### src/sv/fabs_pkg.sv
// Shared types, widths and helpers for the four-axis Bresenham stepper.
// No dependencies; imported by fabs_axis, four_axis_bresenham_stepper and the testbench.
package fabs_pkg;

  localparam int STEP_BITS = 24;
  localparam int POS_BITS  = 32;
  localparam int NUM_AXES  = 4;
  localparam int VAL_BITS  = 32;

  // signed difference of a value and a position, one bit of headroom
  localparam int DIFF_BITS = ((POS_BITS > VAL_BITS) ? POS_BITS : VAL_BITS) + 1;
  // error term: range [-L/2, L/2) plus the added delta, with margin
  localparam int ERR_BITS  = STEP_BITS + 3;

  localparam int IN_FIELD_BITS  = NUM_AXES + NUM_AXES * VAL_BITS;
  localparam int IN_TDATA_BITS  = ((IN_FIELD_BITS + 7) / 8) * 8;
  localparam int OUT_FIELD_BITS = 2 * NUM_AXES + 2 + NUM_AXES * VAL_BITS;
  localparam int OUT_TDATA_BITS = ((OUT_FIELD_BITS + 7) / 8) * 8;

  typedef logic [STEP_BITS-1:0]       step_t;
  typedef logic [POS_BITS-1:0]        pos_t;
  typedef logic signed [ERR_BITS-1:0] err_t;
  typedef logic [VAL_BITS-1:0]        val_t;

  typedef enum logic {
    REQ_MOVE = 1'b0,
    REQ_TICK = 1'b1
  } req_e;

  // shared control from the top level to every axis
  typedef struct packed {
    logic  load;      // move beat: latch new delta and direction
    logic  run;       // tick beat with steps remaining
    logic  abs_mode;  // values are absolute targets
    step_t longest;   // latched longest delta
  } axis_ctrl_t;

  // sign-extend or cut a position to the width of an output field
  function automatic val_t pos_to_field(pos_t p);
    logic [POS_BITS+VAL_BITS-1:0] wide;
    wide = {{VAL_BITS{p[POS_BITS-1]}}, p};
    return wide[VAL_BITS-1:0];
  endfunction

endpackage

### src/sv/fabs_axis.sv
// One axis of the stepper: delta magnitude, error term, direction and position.
// Depends on fabs_pkg.
module fabs_axis (
  input  logic                 clk_i,
  input  logic                 rst_ni,
  input  logic                 en_i,
  input  fabs_pkg::axis_ctrl_t ctrl_i,
  input  logic                 given_i,
  input  fabs_pkg::val_t       value_i,
  output fabs_pkg::step_t      mag_o,
  output logic                 step_o,
  output logic                 dir_o,
  output fabs_pkg::pos_t       pos_o
);
  import fabs_pkg::*;

  step_t delta_q, delta_d;
  err_t  err_q, err_d;
  logic  dir_q, dir_d;
  pos_t  pos_q, pos_d;

  logic signed [DIFF_BITS-1:0] val_x, pos_x, diff;
  logic [DIFF_BITS-1:0]        mag_full;
  step_t                       mag;
  logic                        dir_new;
  err_t                        sum;
  logic signed [ERR_BITS:0]    twice, lng_x;
  logic                        fire;

  // signed distance for a move and its saturated magnitude
  always_comb begin
    val_x = DIFF_BITS'($signed(value_i));
    pos_x = DIFF_BITS'($signed(pos_q));
    if (!given_i) begin
      diff = '0;
    end else if (ctrl_i.abs_mode) begin
      diff = val_x - pos_x;
    end else begin
      diff = val_x;
    end
    mag_full = diff[DIFF_BITS-1] ? DIFF_BITS'(-diff) : DIFF_BITS'(diff);
    if (mag_full[DIFF_BITS-1:STEP_BITS] != '0) begin
      mag = '1;
    end else begin
      mag = mag_full[STEP_BITS-1:0];
    end
    dir_new = !diff[DIFF_BITS-1] && (diff != '0);
  end

  // advance the error term: step when twice the error reaches the longest delta
  always_comb begin
    sum   = err_q + $signed({{(ERR_BITS-STEP_BITS){1'b0}}, delta_q});
    twice = {sum, 1'b0};
    lng_x = $signed({{(ERR_BITS+1-STEP_BITS){1'b0}}, ctrl_i.longest});
    fire  = ctrl_i.run && (twice >= lng_x);
  end

  // next state
  always_comb begin
    delta_d = delta_q;
    err_d   = err_q;
    dir_d   = dir_q;
    pos_d   = pos_q;
    if (ctrl_i.load) begin
      delta_d = mag;
      err_d   = '0;
      dir_d   = dir_new;
    end else if (ctrl_i.run) begin
      if (fire) begin
        err_d = sum - $signed({{(ERR_BITS-STEP_BITS){1'b0}}, ctrl_i.longest});
        pos_d = dir_q ? pos_q + POS_BITS'(1) : pos_q - POS_BITS'(1);
      end else begin
        err_d = sum;
      end
    end
  end

  always_ff @(posedge clk_i or negedge rst_ni) begin
    if (!rst_ni) begin
      delta_q <= '0;
      err_q   <= '0;
      dir_q   <= 1'b0;
      pos_q   <= '0;
    end else if (en_i) begin
      delta_q <= delta_d;
      err_q   <= err_d;
      dir_q   <= dir_d;
      pos_q   <= pos_d;
    end
  end

  assign mag_o  = mag;
  assign step_o = fire;
  assign dir_o  = dir_d;
  assign pos_o  = pos_d;

endmodule

### src/sv/four_axis_bresenham_stepper.sv
// Four-axis Bresenham step generator: moves latch per-axis deltas, ticks step.
// A beat accepted into the item register gives its result beat from the result register.
// One beat per cycle unless results stall; all four axes update in parallel in one pass.
// Backpressure on the result side stalls the single item register, nothing is lost.
// Reset clears deltas, errors, step count, directions and positions; absolute mode is 1.
// Depends on fabs_pkg and fabs_axis.
module four_axis_bresenham_stepper (
  input  logic                                clk_i,
  input  logic                                rst_ni,
  input  logic                                cfg_we_i,
  input  logic                                cfg_wdata_i,     // abs mode: 1 = targets
  input  logic                                s_axis_tvalid,
  output logic                                s_axis_tready,
  // axis_given[3:0], value_x, value_y, value_a, value_z (32 bits each), zero pad
  input  logic [fabs_pkg::IN_TDATA_BITS-1:0]  s_axis_tdata,
  input  logic                                s_axis_tuser,    // req_type
  output logic                                m_axis_tvalid,
  input  logic                                m_axis_tready,
  // steps[3:0], dirs[7:4], move_done[8], busy_res[9], pos_x, pos_y,
  // pos_a, pos_z (32 bits each), zero pad
  output logic [fabs_pkg::OUT_TDATA_BITS-1:0] m_axis_tdata
);
  import fabs_pkg::*;

  logic                abs_mode_q;
  logic                in_valid_q;
  logic                in_type_q;
  logic [NUM_AXES-1:0] in_given_q;
  val_t                in_value_q [NUM_AXES];
  logic                adv;

  step_t               longest_q, longest_d;
  step_t               steps_left_q, steps_left_d;
  axis_ctrl_t          ctrl;
  logic                is_move;

  step_t               mag      [NUM_AXES];
  pos_t                pos_next [NUM_AXES];
  logic [NUM_AXES-1:0] step_next, dir_next;
  step_t               longest_new;
  logic                done_next, busy_next;

  logic                out_valid_q;
  logic [NUM_AXES-1:0] out_step_q, out_dir_q;
  logic                out_done_q, out_busy_q;
  val_t                out_pos_q [NUM_AXES];

  // configuration register
  always_ff @(posedge clk_i or negedge rst_ni) begin
    if (!rst_ni) begin
      abs_mode_q <= 1'b1;
    end else if (cfg_we_i) begin
      abs_mode_q <= cfg_wdata_i;
    end
  end

  // item register: move on when the result register is free
  assign adv           = in_valid_q && (!out_valid_q || m_axis_tready);
  assign s_axis_tready = !in_valid_q || adv;

  always_ff @(posedge clk_i or negedge rst_ni) begin
    if (!rst_ni) begin
      in_valid_q <= 1'b0;
    end else if (s_axis_tready) begin
      in_valid_q <= s_axis_tvalid;
    end
  end

  always_ff @(posedge clk_i) begin
    if (s_axis_tvalid && s_axis_tready) begin
      in_type_q  <= s_axis_tuser;
      in_given_q <= s_axis_tdata[NUM_AXES-1:0];
      for (int i = 0; i < NUM_AXES; i++) begin
        in_value_q[i] <= s_axis_tdata[NUM_AXES + i*VAL_BITS +: VAL_BITS];
      end
    end
  end

  // shared control for the axes
  always_comb begin
    is_move       = (in_type_q == REQ_MOVE);
    ctrl.load     = is_move;
    ctrl.run      = !is_move && (steps_left_q != '0);
    ctrl.abs_mode = abs_mode_q;
    ctrl.longest  = longest_q;
  end

  for (genvar g = 0; g < NUM_AXES; g++) begin : g_axis
    fabs_axis u_axis (
      .clk_i   (clk_i),
      .rst_ni  (rst_ni),
      .en_i    (adv),
      .ctrl_i  (ctrl),
      .given_i (in_given_q[g]),
      .value_i (in_value_q[g]),
      .mag_o   (mag[g]),
      .step_o  (step_next[g]),
      .dir_o   (dir_next[g]),
      .pos_o   (pos_next[g])
    );
  end

  // longest delta of a move and the step count
  always_comb begin
    longest_new = '0;
    for (int i = 0; i < NUM_AXES; i++) begin
      if (mag[i] > longest_new) begin
        longest_new = mag[i];
      end
    end
    longest_d    = longest_q;
    steps_left_d = steps_left_q;
    if (ctrl.load) begin
      longest_d    = longest_new;
      steps_left_d = longest_new;
    end else if (ctrl.run) begin
      steps_left_d = steps_left_q - STEP_BITS'(1);
    end
    done_next = ctrl.run && (steps_left_q == STEP_BITS'(1));
    busy_next = (steps_left_d != '0);
  end

  always_ff @(posedge clk_i or negedge rst_ni) begin
    if (!rst_ni) begin
      longest_q    <= '0;
      steps_left_q <= '0;
    end else if (adv) begin
      longest_q    <= longest_d;
      steps_left_q <= steps_left_d;
    end
  end

  // result register
  always_ff @(posedge clk_i or negedge rst_ni) begin
    if (!rst_ni) begin
      out_valid_q <= 1'b0;
    end else if (adv) begin
      out_valid_q <= 1'b1;
    end else if (m_axis_tready) begin
      out_valid_q <= 1'b0;
    end
  end

  always_ff @(posedge clk_i) begin
    if (adv) begin
      out_step_q <= step_next;
      out_dir_q  <= dir_next;
      out_done_q <= done_next;
      out_busy_q <= busy_next;
      for (int i = 0; i < NUM_AXES; i++) begin
        out_pos_q[i] <= pos_to_field(pos_next[i]);
      end
    end
  end

  // pack the result beat
  always_comb begin
    m_axis_tdata = '0;
    m_axis_tdata[NUM_AXES-1:0]          = out_step_q;
    m_axis_tdata[2*NUM_AXES-1:NUM_AXES] = out_dir_q;
    m_axis_tdata[2*NUM_AXES]            = out_done_q;
    m_axis_tdata[2*NUM_AXES+1]          = out_busy_q;
    for (int i = 0; i < NUM_AXES; i++) begin
      m_axis_tdata[2*NUM_AXES + 2 + i*VAL_BITS +: VAL_BITS] = out_pos_q[i];
    end
  end

  assign m_axis_tvalid = out_valid_q;

`ifndef SYNTHESIS
  // the last step of a move leaves nothing to do
  a_done_not_busy: assert property (@(posedge clk_i) disable iff (!rst_ni)
    out_valid_q && out_done_q |-> !out_busy_q)
    else $error("move_done with busy_res set");

  // no step pulses once the step count is exhausted
  a_idle_no_step: assert property (@(posedge clk_i) disable iff (!rst_ni)
    adv && (steps_left_q == '0) && (in_type_q == REQ_TICK) |=> out_step_q == '0)
    else $error("step pulse while idle");

  // the step count never exceeds the longest delta
  a_count_bound: assert property (@(posedge clk_i) disable iff (!rst_ni)
    steps_left_q <= longest_q)
    else $error("step count above longest delta");

  // a stalled item stays in the item register
  a_item_held: assert property (@(posedge clk_i) disable iff (!rst_ni)
    in_valid_q && !adv |=> in_valid_q && $stable(in_type_q))
    else $error("item dropped under stall");
`endif

endmodule

### config.mk
export PLATFORM = sky130hd
export DESIGN_NAME = four_axis_bresenham_stepper
export DESIGN_NICKNAME = d
export VERILOG_FILES = /design/src/sv/fabs_pkg.sv /design/src/sv/fabs_axis.sv /design/src/sv/four_axis_bresenham_stepper.sv
export SDC_FILE = /design/constraint.sdc
export NUM_CORES = 2
export LEC_CHECK = 0
export CAP_MARGIN = 20
export CORE_MARGIN = 2
export CORE_UTILIZATION = 53
export DETAILED_ROUTE_END_ITERATION = 8
export DONT_BUFFER_PORTS = 1
export GPL_TIMING_DRIVEN = 0
export PLACE_DENSITY_LB_ADDON = 0.2
export SYNTH_ARGS = -nofsm -noshare
export SYNTH_HDL_FRONTEND = slang
export SYNTH_SLANG_ARGS = --single-unit
export TNS_END_PERCENT = 5
### constraint.sdc
create_clock -name clk_i -period 41.2 [get_ports clk_i]
set_input_delay 6.18 -clock clk_i [delete_from_list [all_inputs] [get_ports clk_i]]
set_output_delay 6.18 -clock clk_i [all_outputs]
set_load 0.005 [all_outputs]
Word level (Yosys, flattened, before mapping):

Memory sizes are Yosys's and may differ from the RTL's.
Index checks and enable logic that the tools add are counted.

* flip-flop bits (word level): 402
* bits in writable memories: 256
* output and inout bits: 146
* logic and storage cells: 158
* memories: 2

Memory list
* in_value_q: words 4, bits a word 32, read ports 4, clocked after Yosys merged registers in 0, write ports 4, RTL line four_axis_bresenham_stepper.sv:29 `val_t in_value_q [NUM_AXES];`
* out_pos_q: words 4, bits a word 32, read ports 4, clocked after Yosys merged registers in 0, write ports 4, RTL line four_axis_bresenham_stepper.sv:46 `val_t out_pos_q [NUM_AXES];`

* $add $sub $neg: 25
* magnitude comparators: 8
* equal/unequal tests: 2
* muxes and demuxes: 60
* bitwise logic cells: 1
* reduce and logical (&&, ||, !) cells: 33

Operator list (count)
* two-way mux 32 bit: 16
* two-way mux 33 bit: 12
* two-way mux 27 bit: 12
* two-way mux 24 bit: 10
* negator 33 bit: 4
* nonzero test 33 bit: 4
* subtractor 32 x 32 -> 33 bit: 4
* adder 32 x 1 -> 32 bit (second input constant): 4
* subtractor 32 x 1 -> 32 bit (second input constant): 4
* >= comparator 28 x 25 -> 1 bit: 4
* adder 27 x 25 -> 27 bit: 4
* subtractor 27 x 25 -> 27 bit: 4
* > comparator 24 bit: 3
* nonzero test 24 bit: 2
* nonzero test 9 bit: 4
* equality test 24 x 1 -> 1 bit (second input constant): 1
* > comparator 24 x 1 -> 1 bit (second input constant): 1
* subtractor 24 x 1 -> 24 bit (second input constant): 1
* logical AND 1 bit: 12
* two-way mux 1 bit: 10
* zero test 1 bit: 6
* AND reduction 2 bit: 2
* logical OR 1 bit: 2
* inequality test 2 x 1 -> 1 bit (second input constant): 1
* 2 further kinds: 2

Longest topological paths before layout:

An unclocked memory read counts as a cell.

* depth in word-level cells: 18
* mapped depth: 69
* gate-level depth less buffers: 62

Hierarchy:

Synthesis repeated with hierarchy kept, for this count alone.

* cells, all modules: 7278
* area total of the unflattened synthesis: 61317.6 µm²

Modules (own cells, without submodules)
* fabs_axis at g_axis[1].u_axis ...: times used 2, cells an instance 1589, area each 11900.2 µm², sequential area each 2102.0 µm²
* four_axis_bresenham_stepper: times used 1, cells an instance 1005, area each 13890.8 µm², sequential area each 9415.3 µm²
* fabs_axis at g_axis[3].u_axis: times used 1, cells an instance 1516, area each 11816.3 µm², sequential area each 2102.0 µm²
* fabs_axis at g_axis[0].u_axis: times used 1, cells an instance 1579, area each 11810.1 µm², sequential area each 2102.0 µm²

Worst setup path before layout:

Ideal clock, no wire load.

* path type: register -> register
* start: reg abs_mode_q
* end: reg out_busy_q (data pin)
* setup time: 0.271 ns
* arrival: 13.124 ns
* slack: 27.805 ns
* stages on the path, launching flop included: 67
* path buffers: 12
* period minus slack after synthesis: 13.395 ns
* path through: dfstp_2 buf_2 buf_2 buf_2 buf_2 clkbuf_1 buf_1 mux2_2 nand2_1 ha_1 nand2b_1 nand4b_1 nor3_1 nand4_1 nor4_2 o21ai_0 or3_1 or3_1 [31 not listed] ha_1 nor2b_1 o21a_1 o21a_1 o21a_1 o21a_1 o211ai_1 a21boi_0 o31ai_1 nor2b_1 nor2b_1 clkbuf_1 buf_1 nand2_1 o221ai_1 o31ai_1 nor4_1 nand4_1

* word-level cells in the longest chain between the ends: 16
* elaborated cells between the ends (all ways): 34
* those cells by class: add/sub: 4; order compare: 4; mux: 21; reduce/logical: 5

Ends and longest elaborated chain
* from (decl): RTL line four_axis_bresenham_stepper.sv:25 `logic abs_mode_q;`
* from (signal assigned): RTL line four_axis_bresenham_stepper.sv:53 `abs_mode_q <= cfg_wdata_i;`
* two-way mux 33 bit: RTL line fabs_axis.sv:36 `end else if (ctrl_i.abs_mode) begin`
* two-way mux 33 bit: RTL line fabs_axis.sv:34 `if (!given_i) begin`
* negator 33 bit: RTL line fabs_axis.sv:41 `mag_full = diff[DIFF_BITS-1] ? DIFF_BITS'(-diff) : DIFF_BITS'(diff);`
* two-way mux 33 bit: RTL line fabs_axis.sv:41
* nonzero test 9 bit: RTL line fabs_axis.sv:42 `if (mag_full[DIFF_BITS-1:STEP_BITS] != '0) begin`
* two-way mux 24 bit: RTL line fabs_axis.sv:42
* > comparator 24 x 1 -> 1 bit: RTL line four_axis_bresenham_stepper.sv:107 `if (mag[i] > longest_new) begin`
* two-way mux 24 bit: RTL line four_axis_bresenham_stepper.sv:107
* > comparator 24 bit: RTL line four_axis_bresenham_stepper.sv:107
* two-way mux 24 bit: RTL line four_axis_bresenham_stepper.sv:107
* > comparator 24 bit: RTL line four_axis_bresenham_stepper.sv:107
* two-way mux 24 bit: RTL line four_axis_bresenham_stepper.sv:107
* > comparator 24 bit: RTL line four_axis_bresenham_stepper.sv:107
* two-way mux 24 bit *: RTL line four_axis_bresenham_stepper.sv:107
* two-way mux 24 bit *: RTL line four_axis_bresenham_stepper.sv:113 `if (ctrl.load) begin`
* nonzero test 24 bit *: RTL line four_axis_bresenham_stepper.sv:120 `busy_next = (steps_left_d != '0);`
* net busy_next: RTL line four_axis_bresenham_stepper.sv:41 `logic done_next, busy_next;`
* to (signal assigned): RTL line four_axis_bresenham_stepper.sv:149 `out_busy_q <= busy_next;`
* to (decl): RTL line four_axis_bresenham_stepper.sv:45 `logic out_done_q, out_busy_q;`

Mark *: on every way through the listed nets, which the timed path passes. The rest lies on a longest branch.
A chain may end at the register's enable or synchronous reset.

Worst setup path after layout:

Same ends and word-level chain as after synthesis.

==> impl_metrics.env <==
export IMPL_critical_path_slowest_cell="clkbuf_1"
export IMPL_io_buffers=0
export IMPL_synth_edf_count=271
export IMPL_worstSetupStartpoint="abs_mode_q"
export IMPL_routedWlPerCell_um=24.5
export IMPL_grt_busiest_layer="met2"
export IMPL_post_route_cell_area_um2=63300
export IMPL_grt_met2_usage=0.558
export IMPL_antenna_left=0
export IMPL_die_area_um2=113000
export IMPL_skew_ns=0.0287
export IMPL_synthToLayoutAreaGrowth_pct=8.61
export IMPL_drtIter0Drc=5689
export IMPL_crit_type="reg2reg"
export IMPL_ys_seq_area_frac=0.306
export IMPL_root_buffer="clkbuf_16"
export IMPL_regArea_um2=17800
export IMPL_first_pass_iters=9
export IMPL_start_util=0.535
export IMPL_post_cts_buffers=0
export IMPL_cts_tree="yes"
export IMPL_async_reset_ff_frac=0.588
export IMPL_multi_input_area_um2=38100
export IMPL_end_kind="flip-flop"
export IMPL_netlist_area_um2=58300
export IMPL_synth_cells=6932
export IMPL_nFillCells=9804
export IMPL_fmax_mhz=51.6
export IMPL_grtUsageMet1=0.496
export IMPL_place_area_um2=60400
export IMPL_drive_above_1_share=0.0540
export IMPL_critPathBufInv=13
export IMPL_gp_congestion=1.01
export IMPL_drt_wl_total_mm=209
export IMPL_min_delay_start="longest_q[14]"
export IMPL_drv_cap=0
export IMPL_start_kind="flip-flop"
export IMPL_finalMaxSlewViolations=0
export IMPL_ctsHoldBuffers=0
export IMPL_cpPeakStageDelay_ns=0.90
export IMPL_min_period_ns=19.37
export IMPL_synth_area_top_cells="dfrtp_1, edfxtp_1, ha_1, o21ai_0, nand2_1"
export IMPL_fin_crit_sh=0.470
export IMPL_cp_common_cell="o21a_1"
export IMPL_clock_sinks=658
export IMPL_via_per_inst=6.51
export IMPL_grt_use_met3=0.0642
export IMPL_io_pins=289
export IMPL_clk_pin_slew_ns=0.07
export IMPL_core_area_um2=109000
export IMPL_tightest_slew_ns=1.29
export IMPL_fp_dieH_um=336
export IMPL_status="finished, violations left"
export IMPL_grt_max_degree=388
export IMPL_required_ns=41.60
export IMPL_violations="DRC"
export IMPL_synth_ff_type="dfrtp_1"
export IMPL_grt_overflow=0
export IMPL_row_count=121
export IMPL_synth_warnings=0
export IMPL_setup_viol=0
export IMPL_cts_buffers_inserted=80
export IMPL_hold_path_class="reg2reg"
export IMPL_crit_arrival_ns=19.77
export IMPL_synthDistinctLibCells=120
export IMPL_yosysTopAreaCell="dfrtp_1"
export IMPL_avgSynthCellArea_um2=8.41
export IMPL_cp_top_family="simple AND/OR/NAND/NOR gates"
export IMPL_cts_buffer_depth=3
export IMPL_die_w_um=336
export IMPL_reg2reg_from="abs_mode_q"
export IMPL_tns_ns=0
export IMPL_relSlewSlack=0.137
export IMPL_grt_first_pass_wirelength_mm=315
export IMPL_antenna_found_initial=13
export IMPL_num_nets_final=7817
export IMPL_ctsResizeCount=0
export IMPL_drc=5
export IMPL_clkLatencyLatePin_ns=0.69
export IMPL_synth_seq_cells=658
export IMPL_num_vias=55500
export IMPL_rsz0062_at_grt="false"
export IMPL_ctsHtreeMaxLevel=3
export IMPL_crit_fanout=10
export IMPL_final_hold_violation_count=0
export IMPL_hpwl_mm=161
export IMPL_grt_pass1_vias=51800
export IMPL_grt_total_usage=0.363
export IMPL_yosys_area_top_type_share=0.166
==> cell usage after synthesis (190+ instances only) <==
cell type	instances
nand2_1	824
o21ai_0	638
ha_1	611
nor2_1	488
a21oi_1	429
dfrtp_1	386
inv_1	324
xnor2_1	279
edfxtp_1	271
nor3_1	210
clkbuf_1	206
nand3_1	190
==> cells by family after synthesis <==
| kind of cell | after synthesis | synth area share |
|---|---|---|
| buffers and inverters | 609 | 0.0410 |
| multiplexers | 138 | 0.0254 |
| flip-flops | 658 | 0.306 |
| AO/OA/AOI/OAI | 2100 | 0.234 |
| AND/OR/NAND/NOR | 2385 | 0.196 |
| XOR/XNOR | 414 | 0.0622 |
| adder cells (fa/ha/maj) | 627 | 0.137 |
| other | 1 | 0.0000643 |
==> worst reg2reg max path, delay by kind of cell, from the launching register on <==
family | cells | cell delay [ns]
DFF | 1 | 0.44
AOI/OAI and AO/OA | 27 | 5.02
muxes | 2 | 0.56
buffers and inverters | 13 | 5.48
adders and majority gates | 4 | 1.08
and+or+nand+nor | 22 | 6.54
==> metal layers <==
metal	routed length, µm	share of wire	up-vias
met2	90900	0.43	2426
met3	18200	0.087	434
met1	89800	0.43	26800
li1	-	-	25800
met5	51	0.00024	-
met4	10400	0.050	8
==> placed cells by master (no fill, tap or decap), types with 66 or more instances in the layout <==
master / instances
edfxtp_1: 271
nand2_1: 824
xor2_1: 135
a21o_1: 126
nand3_1: 190
or3_1: 82
ha_1: 611
o211ai_1: 66
a31oi_1: 102
dfrtp_1: 386
inv_1: 324
clkbuf_16: 84
o21a_1: 109
mux2_2: 75
clkbuf_1: 215
a211oi_1: 81
and3_1: 86
xnor2_1: 279
nand4_1: 79
nor2b_1: 96
a21oi_1: 429
nor2_1: 488
o21ai_0: 638
nand2b_1: 83
nor3_1: 210
==> layout make-up <==
type / count / area share
inverter: 329 / 0.0195
clock inverter: 50 / 0.00842
multi-input combinational: 5670 / 0.602
clock buffer: 99 / 0.0350
sequential: 658 / 0.281
tap: 1414 / 0.0279
buffer: 280 / 0.0182
antenna: 7 / 0.000277
timing repair buffer: 28 / 0.00725
==> per-stage QoR <==
step	hold slack (ns)	setup WS [ns]	cells	util
final	0.485	21.83	8535	0.581
after global routing	0.504	21.31	8532	0.581
after CTS	0.483	22.33	8519	0.580
after detailed placement	0.470	22.37	8370	0.554
after global placement	0.460	21.97	8351	0.551
after floorplan	0.450	27.80	6937	-
==> state kept, by name, indices dropped and copies added (netlist names) <==
signal,cells
abs_mode_q,1
g_axis.u_axis.delta_q,96
g_axis.u_axis.dir_q,4
g_axis.u_axis.err_q,108
g_axis.u_axis.pos_q,128
in_given_q,4
in_type_q,1
in_valid_q,1
in_value_q,128
longest_q,24
m_axis_tvalid,1
out_busy_q,1
out_dir_q,4
out_done_q,1
out_pos_q,128
out_step_q,4
steps_left_q,24
==> path summary, 6_finish.rpt <==
check | to | slack (ns) | cells after the start
worst max-delay path | out_busy_q | 21.83 | 68
max in group asynchronous | g_axis[2].u_axis.pos_q[26] | 34.94 | 0
min in group asynchronous | g_axis[0].u_axis.pos_q[26] | 5.23 | 0
worst max register to register | out_busy_q | 21.83 | 68
worst min register to register | longest_q[14] | 0.49 | 2
worst min-delay path | longest_q[14] | 0.49 | 2
Power is not shown: default switching activity piles up to over one toggle a cycle in this logic, so the estimate is an artifact.
